### src/rtl/ttd_pkg.sv
// Shared types, constants and codes for the tick task dispatcher.
`default_nettype none

package ttd_pkg;

    // Table geometry.
    localparam int SLOTS = 8;
    localparam int CNT_W = $clog2(SLOTS);

    // Field widths.
    localparam int OP_W    = 3;
    localparam int ID_W    = 16;
    localparam int CVAL_W  = 24;
    localparam int WORD_W  = 32;
    localparam int COUNT_W = 8;
    localparam int STAT_W  = 2;

    // Slot pass position of the last slot.
    localparam logic [CNT_W-1:0] CNT_LAST = CNT_W'(SLOTS - 1);

    // Opcodes.
    localparam logic [OP_W-1:0] OP_TICK  = 3'd0;
    localparam logic [OP_W-1:0] OP_REG   = 3'd1;
    localparam logic [OP_W-1:0] OP_DEL   = 3'd2;
    localparam logic [OP_W-1:0] OP_DELAY = 3'd3;
    localparam logic [OP_W-1:0] OP_CLEAR = 3'd4;

    // Result status codes.
    localparam logic [STAT_W-1:0] ST_OK   = 2'd0;
    localparam logic [STAT_W-1:0] ST_ZERO = 2'd1;
    localparam logic [STAT_W-1:0] ST_MISS = 2'd2;

    // Skip phase codes of a slot.
    localparam logic [1:0] SKIP_NONE = 2'd0;
    localparam logic [1:0] SKIP_WAIT = 2'd1;
    localparam logic [1:0] SKIP_DONE = 2'd2;

    // Constants.
    localparam logic [CVAL_W-1:0]  SKIP_THRESHOLD = 24'd100;
    localparam logic [COUNT_W-1:0] COUNT_MAX      = 8'hFF;
    localparam logic [CVAL_W-1:0]  RELOAD_RESET   = 24'd167999;

    // One task slot.
    typedef struct packed {
        logic            used;
        logic [1:0]      skip;
        logic [ID_W-1:0] task_id;
    } slot_t;

    // Per-item control handed to the head unit.
    typedef struct packed {
        logic [OP_W-1:0] op;
        logic [ID_W-1:0] task_id;
        logic            skip_init;
        logic            done;
    } head_ctl_t;

    // What the head unit decided for the slot passing through it.
    typedef struct packed {
        slot_t slot;
        logic  fire;
        logic  claim;
        logic  added;
        logic  removed;
    } head_res_t;

endpackage

`default_nettype wire

### src/rtl/ttd_cell.sv
// One slot cell of the rotating slot chain.
`default_nettype none

module ttd_cell (
    input  wire logic           clk,
    input  wire logic           rst_n,
    input  wire logic           shift,
    input  wire ttd_pkg::slot_t d,
    output ttd_pkg::slot_t      q
);

    ttd_pkg::slot_t slot_reg;

    // The cell takes its neighbor's slot whenever the chain advances.
    always_ff @(posedge clk or negedge rst_n)
    begin
        if (!rst_n)
        begin
            slot_reg <= '0;
        end
        else if (shift)
        begin
            slot_reg <= d;
        end
    end

    assign q = slot_reg;

endmodule

`default_nettype wire

### src/rtl/ttd_head.sv
// Head unit: updates the slot that leaves the end of the chain.
`default_nettype none

module ttd_head (
    input  wire ttd_pkg::slot_t     slot_in,
    input  wire ttd_pkg::head_ctl_t ctl,
    output ttd_pkg::head_res_t      res
);

    always_comb
    begin
        res.slot    = slot_in;
        res.fire    = 1'b0;
        res.claim   = 1'b0;
        res.added   = 1'b0;
        res.removed = 1'b0;
        case (ctl.op)
            ttd_pkg::OP_TICK:
            begin
                // A waiting slot moves on one phase; any other used slot runs.
                if (slot_in.used)
                begin
                    if (slot_in.skip == ttd_pkg::SKIP_WAIT)
                    begin
                        res.slot.skip = ttd_pkg::SKIP_DONE;
                    end
                    else
                    begin
                        res.slot.skip = ttd_pkg::SKIP_NONE;
                        res.fire      = 1'b1;
                    end
                end
            end
            ttd_pkg::OP_REG:
            begin
                // The first slot that holds the identity or is free ends the search.
                if (!ctl.done)
                begin
                    if (slot_in.used && slot_in.task_id == ctl.task_id)
                    begin
                        res.claim = 1'b1;
                    end
                    else if (!slot_in.used)
                    begin
                        res.slot.used    = 1'b1;
                        res.slot.skip    = ctl.skip_init ? ttd_pkg::SKIP_WAIT
                                                         : ttd_pkg::SKIP_NONE;
                        res.slot.task_id = ctl.task_id;
                        res.claim        = 1'b1;
                        res.added        = 1'b1;
                    end
                end
            end
            ttd_pkg::OP_DEL:
            begin
                // The first used slot with the identity is emptied.
                if (!ctl.done && slot_in.used && slot_in.task_id == ctl.task_id)
                begin
                    res.slot    = '0;
                    res.claim   = 1'b1;
                    res.removed = 1'b1;
                end
            end
            ttd_pkg::OP_CLEAR:
            begin
                res.slot = '0;
            end
            default:
            begin
                res.slot = slot_in;
            end
        endcase
    end

endmodule

`default_nettype wire

### src/rtl/tick_task_dispatcher_top.sv
// Top level of the tick task dispatcher: slot chain, head unit and control.
//
// Use: an item (opcode, task_id, counter_value, delay_ticks) is transferred on
// the input channel when in_valid is high and in_stall is low. Results leave on
// the output channel when out_valid is high and out_stall is low; each carries
// status, fire information, the last flag and the counters after the item.
// The reload value is written on the cfg channel, which is always ready; write
// it only while the block is idle.
// Flow: the block takes an item, the slot chain rotates once past the head
// unit, one slot per cycle while the chain does not hold, and the final result
// is handed over. A tick gives one result per firing slot, in slot order, and
// the chain holds its place whenever a result is due while the output register
// is still occupied, so a stalling receiver lengthens the item. The next item
// is taken once the final result sits in the output register.
// Reset empties all slots, zeroes the counters, drops the output register and
// sets the reload value to 167999. No clearing pass follows reset.
`default_nettype none

module tick_task_dispatcher_top (
    input  wire logic                           clk,
    input  wire logic                           rst_n,
    // input channel
    input  wire logic                           in_valid,
    output logic                                in_stall,
    input  wire logic [ttd_pkg::OP_W-1:0]       opcode,
    input  wire logic [ttd_pkg::ID_W-1:0]       task_id,
    input  wire logic [ttd_pkg::CVAL_W-1:0]     counter_value,
    input  wire logic [ttd_pkg::WORD_W-1:0]     delay_ticks,
    // output channel
    output logic                                out_valid,
    input  wire logic                           out_stall,
    output logic [ttd_pkg::STAT_W-1:0]          status,
    output logic                                fire_valid,
    output logic [ttd_pkg::ID_W-1:0]            fired_task,
    output logic                                last,
    output logic [ttd_pkg::WORD_W-1:0]          tick_count,
    output logic [ttd_pkg::WORD_W-1:0]          overflow_count,
    output logic [ttd_pkg::WORD_W-1:0]          delay_remaining,
    output logic [ttd_pkg::COUNT_W-1:0]         task_count,
    // configuration channel
    input  wire logic                           cfg_valid,
    output logic                                cfg_ready,
    input  wire logic [ttd_pkg::CVAL_W-1:0]     cfg_data
);

    typedef enum logic [1:0] {
        S_IDLE,
        S_SCAN,
        S_FINISH
    } state_t;

    state_t                         state_reg;
    logic [ttd_pkg::CNT_W-1:0]      cnt_reg;
    logic [ttd_pkg::OP_W-1:0]       op_reg;
    logic [ttd_pkg::ID_W-1:0]       id_reg;
    logic                           skip_init_reg;
    logic                           done_reg;
    logic                           zero_id_reg;
    logic                           pend_valid_reg;
    logic [ttd_pkg::ID_W-1:0]       pend_task_reg;
    logic [ttd_pkg::CVAL_W-1:0]     reload_reg;
    logic [ttd_pkg::WORD_W-1:0]     ticks_reg;
    logic [ttd_pkg::WORD_W-1:0]     wraps_reg;
    logic [ttd_pkg::WORD_W-1:0]     delay_reg;
    logic [ttd_pkg::COUNT_W-1:0]    registered_reg;

    logic                           out_valid_reg;
    logic [ttd_pkg::STAT_W-1:0]     out_status_reg;
    logic                           out_fire_reg;
    logic [ttd_pkg::ID_W-1:0]       out_task_reg;
    logic                           out_last_reg;
    logic [ttd_pkg::WORD_W-1:0]     out_ticks_reg;
    logic [ttd_pkg::WORD_W-1:0]     out_wraps_reg;
    logic [ttd_pkg::WORD_W-1:0]     out_delay_reg;
    logic [ttd_pkg::COUNT_W-1:0]    out_count_reg;

    ttd_pkg::slot_t                 cell_q [ttd_pkg::SLOTS];
    ttd_pkg::head_ctl_t             head_ctl;
    ttd_pkg::head_res_t             head_res;
    logic                           out_free;
    logic                           advance;
    logic                           shift;
    logic                           out_load;
    logic [ttd_pkg::CVAL_W:0]       half_reload;
    logic                           extra_tick;
    logic [ttd_pkg::STAT_W-1:0]     final_status;

    // Slot chain: the head unit feeds cell 0, the last cell feeds the head.
    genvar gi;
    generate
        for (gi = 0; gi < ttd_pkg::SLOTS; gi++)
        begin : g_cell
            if (gi == 0)
            begin : g_first
                ttd_cell u_cell (
                    .clk   (clk),
                    .rst_n (rst_n),
                    .shift (shift),
                    .d     (head_res.slot),
                    .q     (cell_q[gi])
                );
            end
            else
            begin : g_rest
                ttd_cell u_cell (
                    .clk   (clk),
                    .rst_n (rst_n),
                    .shift (shift),
                    .d     (cell_q[gi-1]),
                    .q     (cell_q[gi])
                );
            end
        end
    endgenerate

    // Head unit on the slot leaving the chain.
    assign head_ctl.op        = op_reg;
    assign head_ctl.task_id   = id_reg;
    assign head_ctl.skip_init = skip_init_reg;
    assign head_ctl.done      = done_reg;

    ttd_head u_head (
        .slot_in (cell_q[ttd_pkg::SLOTS-1]),
        .ctl     (head_ctl),
        .res     (head_res)
    );

    // The chain waits when a fired task must push out a buffered one and the
    // output register cannot take it.
    assign out_free = !out_valid_reg || !out_stall;
    assign advance  = !(head_res.fire && pend_valid_reg && !out_free);
    assign shift    = (state_reg == S_SCAN) && advance;

    // A result enters the output register when a fired task pushes out the
    // buffered one, or as the final result of the item.
    assign out_load = ((state_reg == S_SCAN) && advance && head_res.fire && pend_valid_reg)
                   || ((state_reg == S_FINISH) && out_free);

    // Extra delay tick when the timer sample lies in the lower half period.
    assign half_reload = ({1'b0, reload_reg} + 25'd1) >> 1;
    assign extra_tick  = {1'b0, counter_value} < half_reload;

    // Status of the single result of a non-tick item.
    always_comb
    begin
        if ((op_reg == ttd_pkg::OP_REG) || (op_reg == ttd_pkg::OP_DEL))
        begin
            if (zero_id_reg)
            begin
                final_status = ttd_pkg::ST_ZERO;
            end
            else if (done_reg)
            begin
                final_status = ttd_pkg::ST_OK;
            end
            else
            begin
                final_status = ttd_pkg::ST_MISS;
            end
        end
        else
        begin
            final_status = ttd_pkg::ST_OK;
        end
    end

    // Control, counters and output register.
    always_ff @(posedge clk or negedge rst_n)
    begin
        if (!rst_n)
        begin
            state_reg      <= S_IDLE;
            cnt_reg        <= '0;
            done_reg       <= 1'b0;
            pend_valid_reg <= 1'b0;
            reload_reg     <= ttd_pkg::RELOAD_RESET;
            ticks_reg      <= '0;
            wraps_reg      <= '0;
            delay_reg      <= '0;
            registered_reg <= '0;
            out_valid_reg  <= 1'b0;
        end
        else
        begin
            if (out_load)
            begin
                out_valid_reg <= 1'b1;
            end
            else if (!out_stall)
            begin
                out_valid_reg <= 1'b0;
            end
            if (cfg_valid)
            begin
                reload_reg <= cfg_data;
            end
            case (state_reg)
                S_IDLE:
                begin
                    if (in_valid)
                    begin
                        op_reg         <= opcode;
                        id_reg         <= task_id;
                        skip_init_reg  <= counter_value > ttd_pkg::SKIP_THRESHOLD;
                        zero_id_reg    <= task_id == '0;
                        done_reg       <= task_id == '0;
                        pend_valid_reg <= 1'b0;
                        cnt_reg        <= '0;
                        state_reg      <= S_SCAN;
                        case (opcode)
                            ttd_pkg::OP_TICK:
                            begin
                                ticks_reg <= ticks_reg + 32'd1;
                                if (ticks_reg == '1)
                                begin
                                    wraps_reg <= wraps_reg + 32'd1;
                                end
                                if (delay_reg != '0)
                                begin
                                    delay_reg <= delay_reg - 32'd1;
                                end
                            end
                            ttd_pkg::OP_DELAY:
                            begin
                                delay_reg <= delay_ticks + {31'd0, extra_tick};
                            end
                            ttd_pkg::OP_CLEAR:
                            begin
                                ticks_reg <= '0;
                                wraps_reg <= '0;
                                delay_reg <= '0;
                            end
                            default:
                            begin
                                ticks_reg <= ticks_reg;
                            end
                        endcase
                    end
                end
                S_SCAN:
                begin
                    if (advance)
                    begin
                        done_reg <= done_reg | head_res.claim;
                        if (head_res.added && registered_reg != ttd_pkg::COUNT_MAX)
                        begin
                            registered_reg <= registered_reg + 8'd1;
                        end
                        if (head_res.removed && registered_reg != '0)
                        begin
                            registered_reg <= registered_reg - 8'd1;
                        end
                        if (head_res.fire)
                        begin
                            pend_valid_reg <= 1'b1;
                            pend_task_reg  <= cell_q[ttd_pkg::SLOTS-1].task_id;
                            // The buffered task is known not to be the last one.
                            if (pend_valid_reg)
                            begin
                                out_status_reg <= ttd_pkg::ST_OK;
                                out_fire_reg   <= 1'b1;
                                out_task_reg   <= pend_task_reg;
                                out_last_reg   <= 1'b0;
                                out_ticks_reg  <= ticks_reg;
                                out_wraps_reg  <= wraps_reg;
                                out_delay_reg  <= delay_reg;
                                out_count_reg  <= registered_reg;
                            end
                        end
                        if (cnt_reg == ttd_pkg::CNT_LAST)
                        begin
                            cnt_reg   <= '0;
                            state_reg <= S_FINISH;
                        end
                        else
                        begin
                            cnt_reg <= cnt_reg + 1'b1;
                        end
                    end
                end
                S_FINISH:
                begin
                    // Final result: the buffered task, an empty tick, or the status.
                    if (out_free)
                    begin
                        out_status_reg <= final_status;
                        out_fire_reg   <= pend_valid_reg;
                        out_task_reg   <= pend_valid_reg ? pend_task_reg : '0;
                        out_last_reg   <= 1'b1;
                        out_ticks_reg  <= ticks_reg;
                        out_wraps_reg  <= wraps_reg;
                        out_delay_reg  <= delay_reg;
                        out_count_reg  <= registered_reg;
                        pend_valid_reg <= 1'b0;
                        state_reg      <= S_IDLE;
                    end
                end
                default:
                begin
                    state_reg <= S_IDLE;
                end
            endcase
        end
    end

    assign in_stall        = (state_reg != S_IDLE);
    assign cfg_ready       = 1'b1;
    assign out_valid       = out_valid_reg;
    assign status          = out_status_reg;
    assign fire_valid      = out_fire_reg;
    assign fired_task      = out_task_reg;
    assign last            = out_last_reg;
    assign tick_count      = out_ticks_reg;
    assign overflow_count  = out_wraps_reg;
    assign delay_remaining = out_delay_reg;
    assign task_count      = out_count_reg;

    // The pass counter never runs past the last slot.
    a_cnt_range: assert property (@(posedge clk) disable iff (!rst_n)
        cnt_reg <= ttd_pkg::CNT_LAST)
        else $error("slot pass counter out of range");

    // Only a tick buffers a fired task.
    a_pend_tick: assert property (@(posedge clk) disable iff (!rst_n)
        pend_valid_reg |-> (op_reg == ttd_pkg::OP_TICK))
        else $error("fired task buffered outside a tick");

    // The task count moves only while the chain rotates.
    a_count_scan: assert property (@(posedge clk) disable iff (!rst_n)
        (state_reg != S_SCAN) |=> $stable(registered_reg))
        else $error("task count changed outside a slot pass");

endmodule

`default_nettype wire

### config.mk
export PLATFORM = sky130hd
export DESIGN_NAME = tick_task_dispatcher_top
export DESIGN_NICKNAME = d
export VERILOG_FILES = /design/src/rtl/ttd_pkg.sv /design/src/rtl/ttd_cell.sv /design/src/rtl/ttd_head.sv /design/src/rtl/tick_task_dispatcher_top.sv
export SDC_FILE = /design/constraint.sdc
export NUM_CORES = 1
export LEC_CHECK = 0
export ABC_AREA = 1
export BUFFER_PORTS_ARGS = -buffer_cell sky130_fd_sc_hd__buf_2
export CAP_MARGIN = 10
export CORE_UTILIZATION = 35
export CTS_CLUSTER_DIAMETER = 60
export DETAILED_ROUTE_END_ITERATION = 10
export GPL_TIMING_DRIVEN = 0
export SLEW_MARGIN = 10
export SYNTH_ARGS = -nofsm -noshare
export SYNTH_HDL_FRONTEND = slang
export SYNTH_SLANG_ARGS = --single-unit
### constraint.sdc
create_clock -name clk -period 13.9 [get_ports clk]
set_input_delay 2.78 -clock clk [delete_from_list [all_inputs] [get_ports clk]]
set_output_delay 2.78 -clock clk [all_outputs]
set_load 0.02 [all_outputs]
=== Word level (Yosys, flattened, before mapping) ===
Index checks and enable logic that the tools add are counted.

* Register bits: 449
* Latch bits: 0
* RAM bits: 0
* ROM bits: 0
* Bits of input ports: 104
* Word-level logic and storage cells: 213
* Memories kept: 0

* Add/subtract/negate cells: 8
* $mul: 0
* Div/mod/pow operators: 0
* $lt $le $gt $ge: 2
* Equal/unequal tests: 21
* Shift-type cells: 0
* Mux-type cells: 91
* Bitwise operators: 2
* Reduce and logical (&&, ||, !) cells: 42

{| class="wikitable"
|+ Operator list
! kind !! count
|-
| $mux W32 || 14
|-
| $pmux W32 S2 || 5
|-
| $pmux W32 S3 || 1
|-
| $mux W16 || 5
|-
| $add A32 B1 Y32 const B || 2
|-
| $mux W19 || 3
|-
| $mux W8 || 6
|-
| $pmux W16 S3 || 1
|-
| $add A32 B1 Y32 || 1
|-
| $eq A32 B32 Y1 const B || 1
|-
| $pmux W16 S2 || 1
|-
| $reduce_bool A32 Y1 || 1
|-
| $sub A32 B1 Y32 const B || 1
|-
| $mux W2 || 15
|-
| $add A24 B1 Y25 const B || 1
|-
| $mux W1 || 25
|-
| $gt A24 B7 Y1 const B || 1
|-
| $lt A24 B24 Y1 || 1
|-
| $mux W18 || 1
|-
| $eq A16 B16 Y1 || 1
|-
| $logic_not A16 Y1 || 1
|-
| $pmux W8 S2 || 1
|-
| $reduce_and A4 Y1 || 4
|-
| $ne A2 B2 Y1 const B || 7
|-
| 30 further kinds || 66
|}

=== Depth between registers and ports, before layout ===
Gate-level depths: netlist of the first run.

* Depth after elaboration: 12
* Gate-level depth with buffers: 31
* Gate-level depth less buffers: 31

=== By module ===
A second synthesis of the first run with hierarchy kept.

* Cells, all modules: 2703
* Area total of the unflattened synthesis: 22509.1 um^2

{| class="wikitable"
|+ By module, submodules not included
! module !! instances !! cells each !! area each (um^2) !! sequential area each (um^2)
|-
| tick_task_dispatcher_top || 1 || 1862 || 15668.8 || 8249.2
|-
| ttd_cell || 8 || 80 || 738.2 || 475.5
|-
| ttd_head || 1 || 201 || 934.6 || 0.0
|}

=== Worst setup path after synthesis of the first run ===
Ideal clock, no wire load.

* Path kind: input port to flip-flop
* Start point: input port out_stall
* End point: register out_delay_reg, in the netlist delay_remaining[0], enable pin
* Library setup time: 0.759 ns
* Arrival: 11.281 ns
* Required time: 13.141 ns
* Setup slack: 1.860 ns
* Stages: 3
* Buffers on the path: 0
* Cell sequence: nand2_1 -> inv_1 -> nor3_1

* Word-level cells in the longest chain between the ends: 6
* Elaborated cells between the ends (all ways): 7
* Those cells by class: 2 x eq/ne; 5 x reduce/logical

{| class="wikitable"
|+ Ends and longest elaborated chain
! item !! RTL line !! source
|-
| start: declaration || tick_task_dispatcher_top.sv:31 || <nowiki>input wire logic out_stall,</nowiki>
|-
| $logic_not A1 Y1 (*) || - ||
|-
| $logic_or A1 B1 Y1 (*) || tick_task_dispatcher_top.sv:130 || <nowiki>assign out_free = !out_valid_reg || !out_stall;</nowiki>
|-
| $logic_not A1 Y1 || tick_task_dispatcher_top.sv:131 || <nowiki>assign advance = !(head_res.fire && pend_valid_reg && !out_free);</nowiki>
|-
| $logic_and A1 B1 Y1 || tick_task_dispatcher_top.sv:131 ||
|-
| $ne A2 B2 Y1 (no source line) || - ||
|-
| $reduce_and A6 Y1 (no source line) (*) || - ||
|-
| end signal: assignment || tick_task_dispatcher_top.sv:266 || <nowiki>out_delay_reg <= delay_reg;</nowiki>
|-
| end signal: assignment || tick_task_dispatcher_top.sv:292 || <nowiki>out_delay_reg <= delay_reg;</nowiki>
|-
| end: declaration || tick_task_dispatcher_top.sv:74 || <nowiki>logic [ttd_pkg::WORD_W-1:0] out_delay_reg;</nowiki>
|}

Every way passes the cells marked *; elsewhere a longest branch is shown, timed or not.
A chain may end at the register's enable or synchronous reset.

=== Worst setup path in the final report of the first run ===
* Start point: input port counter_value[17] in the netlist's numbering
* End point: register delay_reg[24] in the netlist's numbering

* Word-level cells in the longest chain between the ends: 3

{| class="wikitable"
|+ Ends and longest elaborated chain
! item !! RTL line !! source
|-
| start: declaration || tick_task_dispatcher_top.sv:27 || <nowiki>input wire logic [ttd_pkg::CVAL_W-1:0] counter_value,</nowiki>
|-
| $lt A24 B24 Y1 || tick_task_dispatcher_top.sv:141 || <nowiki>assign extra_tick = {1'b0, counter_value} < half_reload;</nowiki>
|-
| $add A32 B1 Y32 || tick_task_dispatcher_top.sv:225 || <nowiki>delay_reg <= delay_ticks + {31'd0, extra_tick};</nowiki>
|-
| $pmux W32 S3 || tick_task_dispatcher_top.sv:210 || <nowiki>case (opcode)</nowiki>
|-
| end signal: assignment || tick_task_dispatcher_top.sv:220 || <nowiki>delay_reg <= delay_reg - 32'd1;</nowiki>
|-
| end signal: assignment || tick_task_dispatcher_top.sv:225 ||
|-
| end: declaration || tick_task_dispatcher_top.sv:64 || <nowiki>logic [ttd_pkg::WORD_W-1:0] delay_reg;</nowiki>
|}

No other way between the ends.

==> results.ini, run 1 <==
[run_status]
status=completed

[logic_synthesis]
synth_cell_types=56
syn_area_per_cell_um2=8.99
synth_seq_cells=449
yosysWarnings=0
ys_seq_area_frac=0.563
async_flop_share=0.641
yosys_most_used_dff=dfrtp_1
syn_nets=2525
syn_area_um2=21400
synth_cells=2383
synth_edf_count=161

[sta]
final_hold_viol_count=0
slew_viol_final=0
max_slew_margin=0.459
skew_ps=25.1
clock.fmax_mhz=186
rsz0062_at_grt=no
fin_crit_sh=0.386
period_minus_slack_ps=5360
setup_violations=0
setup_tns_ps=0
holdWs_ps=460
worstMarginPinSlew_ps=806

[worst_setup_path]
reg2regPathDepth=28
crit_path_max_incr_delay_ps=300
start_kind=input pin
cp-end-kind=flip-flop
path_max_fanout=4
crit_path_top_delay_cell=ha_1
cp_cell_sequence=buf_2 > ha_1 > a21oi_1 > nor2_1 > a211oi_1 > o21ai_0 > nand3_1 > nand3b_1 > a21oi_1 > ha_1 > ha_1 > nand2_1 > nor2_1 > nand2_1 > nor2_1 > nand3_1 > nor2_1 > nand2_1 > nand2_1 > nand3_1 > a22oi_1
crit_required_ps=14410
arrival_ps=5870
criticalPathCategory=input pin to flip-flop

[cells_and_area]
drive_above_1_share=0.167
fill_cells=5960
nets=2820
stdcell_count=3505
syn2layout_area_growth_pct=19.1
largest_reg_flops=133

[place]
gp_congestion=0.904
dp_hpwl_um=44200
dp_cells=3407
placement.io_buffers=228

[floorplan]
core_um2=60400
die_x_um=249
boundaryPins=231
rows=90
die-height_um=249
start_util=0.355
die_area_um2=62200

[routing]
vias_per_cell=4.94
routed_wl_um=58300
met1Wirelength_um=27200
wl_met3_um=3460
drt_iter0_drc=1157
wl_per_cell_um=16.6
route.top_layer_used=met5
drc=0
vias=17300
ant_nets=0
drt_pre_antenna_iters=5
met2RoutedLength_um=26500

[clocking]
insertion_delay_ps=600
cts_sinks=449
clock_path_buffers=3
tritoncts=yes
post_cts_buffers=0
ctsHtreeMaxLevel=2
numCtsBuffers=51
clk_pin_slew_worst_paths_ps=60
cts_resized=0
root_buffer=clkbuf_16
hold_buffers=0

[power]
comb_power_share=0.247
p_leak_nw=11.2
peakVddDrop_v=0.000128
clkPwrFrac=0.306
switching_share=0.353
powerDensity_nw_per_um2=180
p_sw_w=0.00163
seqPwrFrac=0.447
p_int_w=0.00298

[grt]
grt_antenna_before_repair=8
grt_pass1_vias=16800
grt-ovfl-total=0
grt_start_max_net_pins=105
grt_pass1_wl_um=92800
grt_util_all_layers=0.187

[hold_path]
holdPathStages=0
hp-class=flip-flop to flip-flop

[job]
drv_cap=0

worst paths after layout:
check | start | slack (ps) | end
worst max register to register | reload_reg[0]$_DFFE_PN1P_ | 8840 | delay_reg[24]$_DFFE_PN0P_
max in group asynchronous | rst_n | 10660 | wraps_reg[23]$_DFFE_PN0P_
worst min register to register | ticks_reg[15]$_DFFE_PN0P_ | 460 | tick_count[15]$_DFFE_PP_
worst max-delay path | counter_value[17] | 8540 | delay_reg[24]$_DFFE_PN0P_
min in group asynchronous | rst_n | 2200 | g_cell[0].g_first.u_cell.q[8]$_DFFE_PN0P_
worst min-delay path | ticks_reg[15]$_DFFE_PN0P_ | 460 | tick_count[15]$_DFFE_PP_
metrics by stage:
step / util / setup WS (ps) / area [um2] / total power, W
2_1_floorplan: - / 1860 / 21400 / 0.00277
4_1_cts: 0.423 / 8480 / 25500 / 0.00464
5_1_grt: 0.423 / 8170 / 25500 / 0.00488
6_report: 0.423 / 8540 / 25500 / 0.00460
3_5_place_dp: 0.393 / 7870 / 23700 / 0.00321
3_3_place_gp: 0.390 / -7090 / 23500 / 0.00318
cells in the mapped netlist (all sizes together) (9+ instances only):
cell type / n / area, um2
nand4: 46 / 322
edfxtp: 161 / 4830
o31ai: 15 / 113
o22ai: 18 / 113
nand2: 569 / 2160
mux2: 9 / 101
dfstp: 9 / 236
clkbuf: 32 / 121
buf: 36 / 234
ha: 37 / 463
nand3: 96 / 495
nor2: 242 / 971
xnor2: 9 / 78.8
inv: 302 / 1130
or2: 10 / 62.6
o21ai: 239 / 1210
nor3: 73 / 420
nor4: 21 / 146
a21oi: 79 / 395
a31oi: 20 / 125
dfrtp: 279 / 6980
xor2: 51 / 447
power groups by stage:
stage,registers [W],clock network [W],logic (W)
6_report,0.00206,0.00141,0.00114
5_1_grt,0.00210,0.00149,0.00129
4_1_cts,0.00206,0.00144,0.00114
3_5_place_dp,0.00208,0,0.00113
3_3_place_gp,0.00209,0,0.00109
2_1_floorplan,0.00204,0,0.000732
worst max-delay path: cells and delay by family:
family	cells	cell delay, ps
AND/OR/NAND/NOR	12	1500
AO/OA/AOI/OAI	5	810
buffers and inverters	1	120
adder cells (fa/ha/maj)	3	640
layer usage:
metal,track usage,vias to the layer above
met5,0,-
met4,0.0464,14
met3,0.0373,78
met2,0.296,435
met1,0.262,8301
li1,-,8481
kinds of logic (layout without fill, tap and decap cells):
group / Yosys count / in the layout / share of synthesized area
and+or+nand+nor: 1071 / 1071 / 0.219
DFF: 449 / 449 / 0.563
AOI/OAI and AO/OA: 385 / 385 / 0.0964
buffers and inverters: 370 / 708 / 0.0695
xor gates and xnor gates: 60 / 60 / 0.0245
adders and majority gates: 38 / 38 / 0.0225
muxes: 9 / 9 / 0.00473
other: 1 / 3 / 0.000175
layout make-up:
| cell class | instances | area, um2 | area share |
|---|---|---|---|
| Clock inverter | 32 | 395 | 0.0155 |
| Inverter | 302 | 1130 | 0.0444 |
| Sequential cell | 449 | 12100 | 0.472 |
| Multi-Input combinational cell | 1564 | 7880 | 0.309 |
| Clock buffer | 64 | 1400 | 0.0547 |
| Tap cell | 782 | 978 | 0.0383 |
| Buffer | 68 | 355 | 0.0139 |
| Timing Repair Buffer | 242 | 1320 | 0.0515 |
| Antenna cell | 2 | 5.00 | 0.000196 |
placed cells by master (no fill, tap or decap), types with 12 or more instances in the layout:
cell       count
nand2_1      562
inv_1        291
dfrtp_1      279
buf_2        254
nor2_1       224
o21ai_0      211
edfxtp_1     161
nand3_1       93
a21oi_1       79
nor3_1        61
xor2_1        51
clkbuf_16     51
nand4_1       42
clkbuf_1      37
ha_1          37
o21ai_1       25
nor4_1        20
a31oi_1       20
o22ai_1       18
o31ai_1       15
nor2_2        14
nor3_2        12
Power figures use the tool's default switching activity.
==> run 2: changes to the inputs <==
clock period = 4.8 ns   (was 13.9 ns; I/O delays follow)
==> results.ini, run 2 (synthesis results as in run 1) <==
[clocking]
hold_buffers=0
insertion_delay_ps=610
cts_sinks=449
numCtsBuffers=52
clk_pin_slew_worst_paths_ps=60
root_buffer=clkbuf_16
clock_path_buffers=3
tritoncts=yes
ctsHtreeMaxLevel=2

[sta]
worstMarginPinSlew_ps=800
clock.fmax_mhz=219
period_minus_slack_ps=4560
fin_crit_sh=0.950
final_hold_viol_count=0
max_slew_margin=0.467
skew_ps=55.7
setup_violations=0
rsz0062_at_grt=yes
slew_viol_final=0
holdWs_ps=237

[routing]
vias=17500
drt_iter0_drc=1317
vias_per_cell=4.97
wl_per_cell_um=16.6
drt_pre_antenna_iters=5
ant_nets=0
routed_wl_um=58600
drc=0

[cells_and_area]
nets=2836
final_cell_mix=nand2_1 (556), inv_1 (291), dfrtp_1 (279)
largest_reg_flops=133
syn2layout_area_growth_pct=21.3
drive_above_1_share=0.187
seq_area_um2=12100
fill_cells=5885
final_common_cell=nand2_1
multi_input_area_um2=8180

[grt]
grt_antenna_before_repair=10
grt-ovfl-total=0
grt_start_max_net_pins=108
grt_pass1_wl_um=93300
grt_util_all_layers=0.188
busiest_layer=met2
grtUsageMet2=0.295
grt_pass1_vias=16900
use_met3=0.0410
grt_use_met1=0.262

[place]
placement.io_buffers=228
gp_congestion=0.900
dp_hpwl_um=44300

[floorplan]
die_x_um=249
core_um2=60400
die_area_um2=62200
rows=90
die-height_um=249
boundaryPins=231
start_util=0.355

[power]
comb_power_share=0.252
peakVddDrop_v=0.000273
p_sw_w=0.00471
clkPwrFrac=0.299
switching_share=0.355
seqPwrFrac=0.448
powerDensity_nw_per_um2=512
p_int_w=0.00858
p_leak_nw=11.3
p_total_w=0.0133

[worst_setup_path]
path_max_fanout=4
crit_path_top_delay_cell=dfstp_2
criticalPathCategory=flip-flop to flip-flop
arrival_ps=5020
crit_path_max_incr_delay_ps=570
crit_required_ps=5260
cp-end-kind=flip-flop
start_kind=flip-flop

[run_status]
status=completed

[hold_path]
hp-class=input pin to async pin

[job]
drv_cap=0

run 2: critical path, delay by kind of cell (launching register included):
family,cells,cell delay (ps)
simple gates,20,2330
fa+ha+maj,4,820
flops,1,570
compound gates,4,520
xor+xnor,1,180
run 2: worst paths after layout:
kind	start	endpoint	slack (ps)	cells past startpoint
min reg2reg	ticks_reg[15]$_DFFE_PN0P_	tick_count[15]$_DFFE_PP_	460	0
max	reload_reg[1]$_DFFE_PN1P_	delay_reg[26]$_DFFE_PN0P_	240	29
max reg2reg	reload_reg[1]$_DFFE_PN1P_	delay_reg[26]$_DFFE_PN0P_	240	29
max in group asynchronous	rst_n	wraps_reg[7]$_DFFE_PN0P_	3390	3
min	rst_n	g_cell[5].g_rest.u_cell.q[6]$_DFFE_PN0P_	240	1
min in group clk	ticks_reg[15]$_DFFE_PN0P_	tick_count[15]$_DFFE_PP_	460	0
run 2: through the flow:
step	util	instances	setup slack (ps)	setup TNS [ps]	instance area [um2]
floorplan	-	2383	268	0	21400
global placement	0.390	3393	-6660	-1723080	23500
detailed placement	0.394	3404	-320	-1030	23800
CTS	0.424	3505	-19.9	-42.4	25600
global route	0.430	3523	-207	-1600	26000
finish	0.430	3526	241	0	26000
run 2: area by class of cell:
class | instances | area share
buffer | 68 | 0.0137
inverter | 302 | 0.0436
clock buffer | 72 | 0.0573
timing repair buffer | 257 | 0.0580
antenna | 7 | 0.000674
multi-input combinational | 1564 | 0.315
sequential | 449 | 0.464
clock inverter | 25 | 0.0102
tap | 782 | 0.0377
run 2: power by group through the flow:
| stage | Clock, W | Combinational [W] | Sequential (W) |
|---|---|---|---|
| floorplan | 0 | 0.00212 | 0.00588 |
| finish | 0.00398 | 0.00336 | 0.00596 |
| global route | 0.00422 | 0.00380 | 0.00608 |
| CTS | 0.00408 | 0.00334 | 0.00595 |
| global placement | 0 | 0.00317 | 0.00601 |
| detailed placement | 0 | 0.00332 | 0.00602 |
run 2: layer usage:
| layer | routed length (um) | vias to the layer above |
|---|---|---|
| met4 | 1310 | 12 |
| met1 | 27300 | 8434 |
| met5 | 74 | - |
| met2 | 26600 | 480 |
| li1 | - | 8516 |
| met3 | 3280 | 93 |
run 2: repair_timing:
action                                  in CTS  in global routing
endpoints found under the setup margin       7                 21
resized for setup                            4                 75
buffers inserted                             4                 15
pin swaps                                    3                 32
==> run 3: changes to the inputs <==
--- a/config.mk
+++ b/config.mk
@@ -13,4 +13,5 @@
 export DETAILED_ROUTE_END_ITERATION = 10
 export GPL_TIMING_DRIVEN = 0
+export MAX_ROUTING_LAYER = met4
 export SLEW_MARGIN = 10
 export SYNTH_ARGS = -nofsm -noshare
==> constraint.sdc (replaced) <==
create_clock -name clk -period 4.8 [get_ports clk]
set_input_delay 0.96 -clock clk [delete_from_list [all_inputs] [get_ports clk]]
set_output_delay 0.96 -clock clk [all_outputs]
set_load 0.01 [all_outputs]
==> results.ini, run 3 (synthesis results as in run 1) <==
[place]
dp_hpwl_um=44400
gp_congestion=0.936
placement.io_buffers=228

[sta]
fin_crit_sh=0.950
skew_ps=21.0
max_slew_margin=0.397
holdWs_ps=377
worstMarginPinSlew_ps=898
setup_violations=0
slew_viol_final=0
period_minus_slack_ps=4560
final_hold_viol_count=0
clock.fmax_mhz=219

[cells_and_area]
final_cell_mix=nand2_1 (558), inv_1 (291), dfrtp_1 (279)
largest_reg_flops=133
multi_input_area_um2=8050
seq_area_um2=12100
syn2layout_area_growth_pct=20.0
final_common_cell=nand2_1
drive_above_1_share=0.176
fill_cells=5916
nets=2824

[floorplan]
die-height_um=249
core_um2=60400
die_area_um2=62200
die_x_um=249
start_util=0.355
rows=90
boundaryPins=231

[clocking]
ctsHtreeMaxLevel=2
tritoncts=yes
clk_pin_slew_worst_paths_ps=60
root_buffer=clkbuf_16
insertion_delay_ps=600
numCtsBuffers=51
clock_path_buffers=3
cts_sinks=449

[grt]
grt_antenna_before_repair=8
grt_util_all_layers=0.195
grt_start_max_net_pins=108
grt_pass1_wl_um=93900
grt_pass1_vias=17100
grt-ovfl-total=0

[routing]
ant_nets=0
vias=17300
drt_iter0_drc=1159
drt_pre_antenna_iters=6
vias_per_cell=4.92
routed_wl_um=58400
drc=0
wl_per_cell_um=16.6

[power]
p_int_w=0.00853
comb_power_share=0.246
p_sw_w=0.00458
switching_share=0.350
powerDensity_nw_per_um2=510
p_leak_nw=11.2
p_total_w=0.0131
seqPwrFrac=0.455
peakVddDrop_v=0.000329
clkPwrFrac=0.299

[worst_setup_path]
crit_path_max_incr_delay_ps=570
timing.rr.start=reload_reg[0]$_DFFE_PN1P_
start_kind=flip-flop
timing.critical_path.buf_inv=0
path_max_fanout=3
arrival_ps=5050
crit_path_top_delay_cell=dfstp_2
crit_required_ps=5280
criticalPathCategory=flip-flop to flip-flop
reg2reg_slack_ps=240
critPathTopFamily=simple AND/OR/NAND/NOR gates
reg2regPathDepth=27
crit_top_cell=nand2_1
cp-end-kind=flip-flop
timing.rr.end=delay_reg[26]$_DFFE_PN0P_

[hold_path]
hp-class=input pin to async pin

[job]
drv_cap=0

[run_status]
status=completed

[run 3: worst register-to-register path, cell delays in order, from the launching register on]
cell and delay [ps]:
dfstp_2 570, ha_4 150, nand2_1 80, nor2_4 140, nand4_1 150, nor3_2 220
nand3_2 170, nor2_2 170, nand2_1 80, xor2_1 150, ha_1 290, nand2_1 70
or3_1 420, nor4_1 260, a21oi_2 100, ha_2 220, ha_4 170, nand2_4 90
nor2_4 50, nand4_1 160, nor2_4 70, nand2_4 80, nor2_2 40, or2_2 270
nand3_1 120, nand2_1 70, nand2_1 60, nand2_1 50
[run 3: what timing repair did]
item | 4_1_cts | 5_1_grt
buffers inserted | 4 | 4
endpoints found under the setup margin | 8 | 21
gates resized for setup | 5 | 40
pin swaps | 5 | 14
hold buffers | 0 | 0
[run 3: metal layers]
metal	wire length, um	global-route usage
met5	0	-
met4	1430	0.0591
met3	3200	0.0360
met2	26400	0.294
met1	27400	0.267
[run 3: power by group through the flow]
stage	sequential [W]	clock [W]	combinational [W]
detailed placement	0.00601	0	0.00321
CTS	0.00595	0.00402	0.00324
finish	0.00596	0.00392	0.00323
global placement	0.00601	0	0.00308
floorplan	0.00578	0	0.00212
global route	0.00608	0.00417	0.00371
[run 3: worst max-delay path by stage]
stage,from,endpoint,cells past startpoint
2_1_floorplan,out_stall,delay_remaining[0]$_DFFE_PP_,3
3_3_place_gp,rst_n,overflow_count[7]$_DFFE_PP_,3
3_5_place_dp,reload_reg[0]$_DFFE_PN1P_,delay_reg[30]$_DFFE_PN0P_,29
4_1_cts,reload_reg[0]$_DFFE_PN1P_,delay_reg[30]$_DFFE_PN0P_,28
5_1_grt,reload_reg[0]$_DFFE_PN1P_,delay_reg[30]$_DFFE_PN0P_,29
6_report,reload_reg[0]$_DFFE_PN1P_,delay_reg[26]$_DFFE_PN0P_,27
[run 3: metrics by stage]
step	std cells	util	setup slack [ps]	cell area (um2)	setup TNS, ps
floorplan	2383	-	268	21400	0
global placement	3393	0.390	-6610	23500	-1719980
detailed placement	3403	0.394	-351	23800	-1160
CTS	3500	0.423	4.41	25500	0
global route	3512	0.426	-11.7	25700	-21.9
finish	3512	0.426	238	25700	0
[run 3: cell type report]
cell class                 count  area share
sequential                   449       0.469
multi-input combinational   1564       0.313
timing repair buffer         246      0.0549
clock buffer                  62      0.0517
inverter                     302      0.0441
tap                          782      0.0381
clock inverter                31      0.0142
buffer                        68      0.0138
antenna                        8    0.000779
